## src/sv/hslc_pkg.sv

```systemverilog
// Shared constants, types and the hue ramp for the HSL colorize blend block.
`default_nettype none
package hslc_pkg;

	// configuration register indexes
	localparam logic [1:0] CFG_HUE    = 2'd0;
	localparam logic [1:0] CFG_SAT    = 2'd1;
	localparam logic [1:0] CFG_WEIGHT = 2'd2;

	localparam logic [8:0]  WEIGHT_FULL = 9'd256;
	// p and q are numerators over 510*255
	localparam logic [17:0] DEN     = 18'd130050;
	// final divide: blended numerator >> 9, then / 255^2
	localparam logic [15:0] DIVISOR = 16'd65025;
	// floor(2^32 / 65025)
	localparam logic [16:0] RECIP   = 17'd66051;

	// hue positions in 1/1530 of the wheel
	localparam logic [10:0] POS_SIXTH      = 11'd255;
	localparam logic [10:0] POS_THIRD      = 11'd510;
	localparam logic [10:0] POS_HALF       = 11'd765;
	localparam logic [10:0] POS_TWO_THIRDS = 11'd1020;

	typedef struct packed {
		logic [17:0] pn;  // p numerator
		logic [17:0] d;   // q - p numerator
		logic [8:0]  w;   // clamped blend weight
	} hslc_terms_t;

	// ramp position, 0..255 from p toward q, for a wrapped hue position 0..1530
	function automatic logic [7:0] ramp_k(input logic [10:0] t);
		logic [10:0] diff;
		diff = POS_TWO_THIRDS - t;
		if (t < POS_SIXTH) begin
			ramp_k = t[7:0];
		end else if (t < POS_HALF) begin
			ramp_k = 8'd255;
		end else if (t < POS_TWO_THIRDS) begin
			ramp_k = diff[7:0];
		end else begin
			ramp_k = 8'd0;
		end
	endfunction

endpackage
`default_nettype wire

```

## src/sv/hslc_channel.sv

```systemverilog
// One color channel: rebuild from p/q, blend with source, exact divide and clamp.
`default_nettype none
module hslc_channel (
	input  logic                clk,
	input  hslc_pkg::hslc_terms_t terms,
	input  logic [7:0]          k,
	input  logic [7:0]          src,
	output logic [7:0]          value
);
	import hslc_pkg::*;

	logic [24:0] rec_s3;
	logic [16:0] sw_s3;
	logic [8:0]  w_s3;
	logic [34:0] num;
	logic [23:0] n_s4;
	logic [40:0] prod;
	logic [8:0]  q0_s5;
	logic [23:0] n_s5;
	logic [24:0] back;
	logic [24:0] rem;
	logic [8:0]  q;
	logic [7:0]  value_s6;

	// rec <= 255*D, so num < 2^33 and bits [32:9] hold the whole quotient input
	assign num = 35'({10'b0, rec_s3} * {26'b0, w_s3})
	           + 35'({18'b0, sw_s3} * {17'b0, DEN});

	assign prod = {17'b0, n_s4} * {24'b0, RECIP};

	// reciprocal estimate is low by at most one
	assign back = 25'({16'b0, q0_s5} * {9'b0, DIVISOR});
	assign rem  = {1'b0, n_s5} - back;
	assign q    = q0_s5 + {8'b0, (rem >= {9'b0, DIVISOR})};

	always_ff @(posedge clk) begin
		rec_s3   <= 25'({7'b0, terms.pn} * 25'd255) + 25'({7'b0, terms.d} * {17'b0, k});
		sw_s3    <= 17'({9'b0, src} * (17'(WEIGHT_FULL) - {8'b0, terms.w}));
		w_s3     <= terms.w;
		n_s4     <= num[32:9];
		q0_s5    <= prod[40:32];
		n_s5     <= n_s4;
		value_s6 <= (q > 9'd255) ? 8'd255 : q[7:0];
	end

	assign value = value_s6;

endmodule
`default_nettype wire
```

## config.mk

```make
export PLATFORM = sky130hd
export DESIGN_NAME = hslc_channel
export DESIGN_NICKNAME = d
export VERILOG_FILES = /design/src/sv/hslc_pkg.sv /design/src/sv/hslc_channel.sv
export SDC_FILE = /design/constraint.sdc
export NUM_CORES = 2
export LEC_CHECK = 0
export ABC_AREA = 1
export BUFFER_PORTS_ARGS = -buffer_cell sky130_fd_sc_hd__buf_4
export CORE_MARGIN = 2
export CORE_UTILIZATION = 30
export DETAILED_ROUTE_END_ITERATION = 16
export GPL_TIMING_DRIVEN = 0
export SETUP_SLACK_MARGIN = 0.02
export SLEW_MARGIN = 20
export SYNTH_ARGS = -nofsm -noshare
export SYNTH_HDL_FRONTEND = slang
export SYNTH_SLANG_ARGS = --single-unit
```

## constraint.sdc

```tcl
create_clock -name clk -period 18.9 [get_ports clk]
set_clock_uncertainty 0.05 [all_clocks]
set_input_delay 0 -clock clk [delete_from_list [all_inputs] [get_ports clk]]
set_output_delay 0 -clock clk [all_outputs]
set_load 0.02 [all_outputs]
```

==> Implementation_results.wiki <==
{| class="wikitable"
! Metric !! Value
|-
| Number of enable-type register cells in the synthesized netlist || 0
|-
| Number of buffers added for setup after CTS || 0
|-
| Cells traversed along the worst timing path || fa_1 -> fa_1 -> fa_1 -> fa_1 -> fa_1 -> ha_1 -> ha_1 -> inv_1 -> o21ai_0 -> a21oi_1 -> nand2_1 -> a21oi_2 -> o21ai_0 -> xnor2_1 -> fa_1 -> inv_1 -> ha_1 -> nand2_1 -> nor2_1 -> inv_1 -> nor2_1 -> inv_1 -> o211ai_1 -> xor2_1
|-
| Post-route minimum period || 7214 ps
|-
| Count of buffers inserted at the top-level ports || 40
|-
| Most common cell after layout, fill and taps aside || sky130_fd_sc_hd__inv_1
|-
| Category of the worst setup path capture point || register
|-
| Starting Density || 30.26%
|-
| Net count after synthesis || 5212
|-
| Number of setup violations in the final report || 0
|-
| Min-delay worst type || in2reg
|-
| TritonCTS clock tree || done
|-
| Overall track demand over capacity in global routing || 14.65%
|-
| First-pass GRT wire length || 131.0 mm
|-
| Num CTS Buffers || 17
|-
| Initial antenna violation count || 0
|-
| Vias after detailed routing || 24890
|-
| Number of inserted diodes || 0
|-
| Synthesized area per cell || 7.891 um2
|-
| Synthesized area || 32390 um2
|-
| Via density per instance || 4.451
|-
| CP arrival || 7560 ps
|-
| Combined buffer and inverter count along the critical path || 4
|-
| Dpl hpwl || 68.35 mm
|-
| Count of pins on the block boundary || 70
|-
| Clock root cell || sky130_fd_sc_hd__clkbuf_16
|-
| Layout cell share with drive strength beyond 1 || 2.768%
|-
| Number of global-route vias before repair || 26020
|-
| End of the worst register-to-register path || n_s4[15]
|-
| Final hold violations || 0
|-
| Hold Path Stages || 4
|-
| Most used flip-flop cell after synthesis || sky130_fd_sc_hd__dfxtp_1
|-
| Total gr overflow || 0
|-
| Element type at the critical path start || register
|-
| Delay of the slowest critical-path stage || 730 ps
|-
| Normalized max-slew margin || 46.48%
|-
| Final core area utilization || 32.90%
|-
| Tightest Pin Transition || 802.8 ps
|-
| Max Slew Vio Count || 0
|-
| Number of maximum-capacitance violations || 0
|-
| Average routed wire per standard cell || 13.72 um
|-
| Share of the synthesized area in the top cell type || 36.40%
|-
| RSZ-0062 raised after global routing || false
|-
| Worst setup slack for register-to-register paths || 11690 ps
|-
| Worst Path Max Fanout || 5
|-
| Library cells used by synthesis || 53
|-
| Area of the core region || 107100 um2
|-
| DRC Markers || 0
|-
| Clock sink count || 116
|-
| Post-layout nets || 5284
|-
| Cell taking the most area after synthesis || sky130_fd_sc_hd__fa_1
|-
| Maximum buffer depth of the clock tree || 2
|-
| Top delay family on crit path || adder cells
|-
| Synthesized flop and latch total || 116
|-
| Length in cells of the worst reg-to-reg path || 24
|-
| Worst Hold End || rec_s3[0]
|-
| Htree depth || 4
|-
| Synth Warn # || 0
|-
| Most frequent cell on the critical path || sky130_fd_sc_hd__fa_1
|-
| Maximum number of pins on one net before global-route repair || 17
|-
| Row Count || 120
|-
| Height of the chip || 332.6 um
|-
| Remaining number of nets flagged by the antenna check after routing || 0
|-
| Area of the die || 110600 um2
|-
| Critical path class || reg2reg
|-
| Period utilization || 38.17%
|-
| Synth top area cells || sky130_fd_sc_hd__fa_1 36%, sky130_fd_sc_hd__ha_1 18%, sky130_fd_sc_hd__inv_1 13%
|-
| Data required, critical path || 19240 ps
|-
| Fill count || 11430
|-
| Iter 0 DRT Violations || 1286
|-
| Result of the run || finished, final reports clean
|-
| Number of instances in the synthesized netlist || 4105
|-
| Worst r2r src || sw_s3[4]
|-
| Clock-pin slew on the worst setup and hold paths || 60 ps
|-
| Origin of the worst min-delay path || terms[9]
|-
| Clock latency on the worst-skew pair || 480 ps
|-
| Commonest non-fill, non-tap cells in the layout || 1153 x sky130_fd_sc_hd__inv_1, 911 x sky130_fd_sc_hd__nand2_1, 589 x sky130_fd_sc_hd__fa_1
|-
| Fraction of synthesis flops using an asynchronous set or reset pin || 0%
|-
| Slowest-stage cell, CP || sky130_fd_sc_hd__dfxtp_1
|-
| DRT Pass-1 Iters || 6
|-
| Max Fclk || 138.6 MHz
|-
| X dimension of the die || 332.6 um
|-
| Syn-to-layout area delta || 8.722%
|-
| Final weighted congestion of routability-driven global placement || 0.9058
|-
| Final wirelength || 76.76 mm
|-
| Post-synthesis sequential area ratio || 7.169%
|-
| Total negative slack for setup checks || 0 ps
|}
[metrics by stage]
step	instances	area [um2]	hold slack (ps)	worst slack [ps]
6_report	5593	35220	74.79	11690
3_3_place_gp	5548	34450	74.97	11780
2_1_floorplan	4105	32390	-22.28	12670
4_1_cts	5593	35220	67.29	11750
3_5_place_dp	5548	34450	77.80	11790
5_1_grt	5593	35220	104.0	11340
[cell type report]
type,instances,area (um2),share of cell area (%)
repair buffers,53,430.4,1.222
well taps,1403,1755,4.984
multi-input cells,2740,25370,72.04
clock buffers,18,439.2,1.247
inverters,1157,4343,12.33
flip-flops and latches,116,2322,6.594
clock inverters,14,200.2,0.5684
plain buffers,92,355.3,1.009
[cells in the mapped netlist, drive strengths merged, types with 2 or more instances]
| master | count |
|---|---|
| nor4 | 9 |
| or2 | 2 |
| a21o | 19 |
| dfxtp | 116 |
| nor2 | 204 |
| o21a | 3 |
| clkbuf | 79 |
| o211ai | 6 |
| buf | 13 |
| and2 | 3 |
| a221oi | 2 |
| a21boi | 2 |
| and3 | 2 |
| xnor2 | 46 |
| a31oi | 7 |
| fa | 589 |
| o21bai | 17 |
| inv | 1156 |
| nand3b | 6 |
| ha | 456 |
| nand2 | 922 |
| nand4 | 26 |
| a21oi | 142 |
| nor3 | 29 |
| o31ai | 2 |
| nand3 | 97 |
| xor2 | 74 |
| o21ai | 68 |
| a211oi | 2 |
[flip-flops by register name (all words and copies together), names as in the netlist]
| signal | count |
|---|---|
| value | 8 |
| q0_s5 | 9 |
| rec_s3 | 25 |
| sw_s3 | 17 |
| n_s5 | 24 |
| w_s3 | 9 |
| n_s4 | 24 |
[layer usage]
metal	wire length [um]	vias up	global-route usage [%]	part of all wire, %
met3	3195	69	1.813	4.2
met4	1032	0	2.901	1.3
met1	35080	12080	19.45	46
met2	37460	504	25.54	49
met5	0	-	0	0
li1	-	12240	-	-
[cells by family after synthesis]
logic type | Yosys count | share of synthesized area [%]
flops | 116 | 7.169
xor+xnor | 120 | 3.268
fa+ha+maj | 1045 | 54.01
buf+inv | 1249 | 14.50
simple gates | 1302 | 16.23
compound gates | 273 | 4.813
[worst register-to-register path, stage by stage, from the launching register on]
cell and delay, ps:
sky130_fd_sc_hd__dfxtp_1 730, sky130_fd_sc_hd__fa_1 600, sky130_fd_sc_hd__fa_1 550, sky130_fd_sc_hd__fa_1 440, sky130_fd_sc_hd__fa_1 510, sky130_fd_sc_hd__fa_1 420
sky130_fd_sc_hd__ha_1 280, sky130_fd_sc_hd__ha_1 300, sky130_fd_sc_hd__inv_1 100, sky130_fd_sc_hd__o21ai_0 130, sky130_fd_sc_hd__a21oi_1 220, sky130_fd_sc_hd__nand2_1 140
sky130_fd_sc_hd__a21oi_2 230, sky130_fd_sc_hd__o21ai_0 140, sky130_fd_sc_hd__xnor2_1 200, sky130_fd_sc_hd__fa_1 550, sky130_fd_sc_hd__inv_1 40, sky130_fd_sc_hd__ha_1 410
sky130_fd_sc_hd__nand2_1 150, sky130_fd_sc_hd__nor2_1 160, sky130_fd_sc_hd__inv_1 70, sky130_fd_sc_hd__nor2_1 230, sky130_fd_sc_hd__inv_1 70, sky130_fd_sc_hd__o211ai_1 190
sky130_fd_sc_hd__xor2_1 230
[how the worst max path moves through the flow]
stage | depth (start not counted) | end | slack, ps | start
floorplan | 33 | n_s4[23] | 12670 | sw_s3[4]
global placement | 26 | n_s4[15] | 11780 | sw_s3[6]
detailed placement | 24 | n_s4[15] | 11790 | sw_s3[4]
CTS | 26 | n_s4[15] | 11750 | sw_s3[6]
global route | 31 | n_s4[23] | 11340 | sw_s3[2]
finish | 24 | n_s4[15] | 11690 | sw_s3[4]
[what timing repair did]
item                                    in CTS  in global routing
hold endpoints to repair                    14                  0
endpoints found under the setup margin       0                  0
hold buffers                                13                  0
gates resized for setup                      0                  0
Power is left out: the tool's default activity adds up to more than one toggle a clock period on the data nets, which glitch-free logic cannot reach.
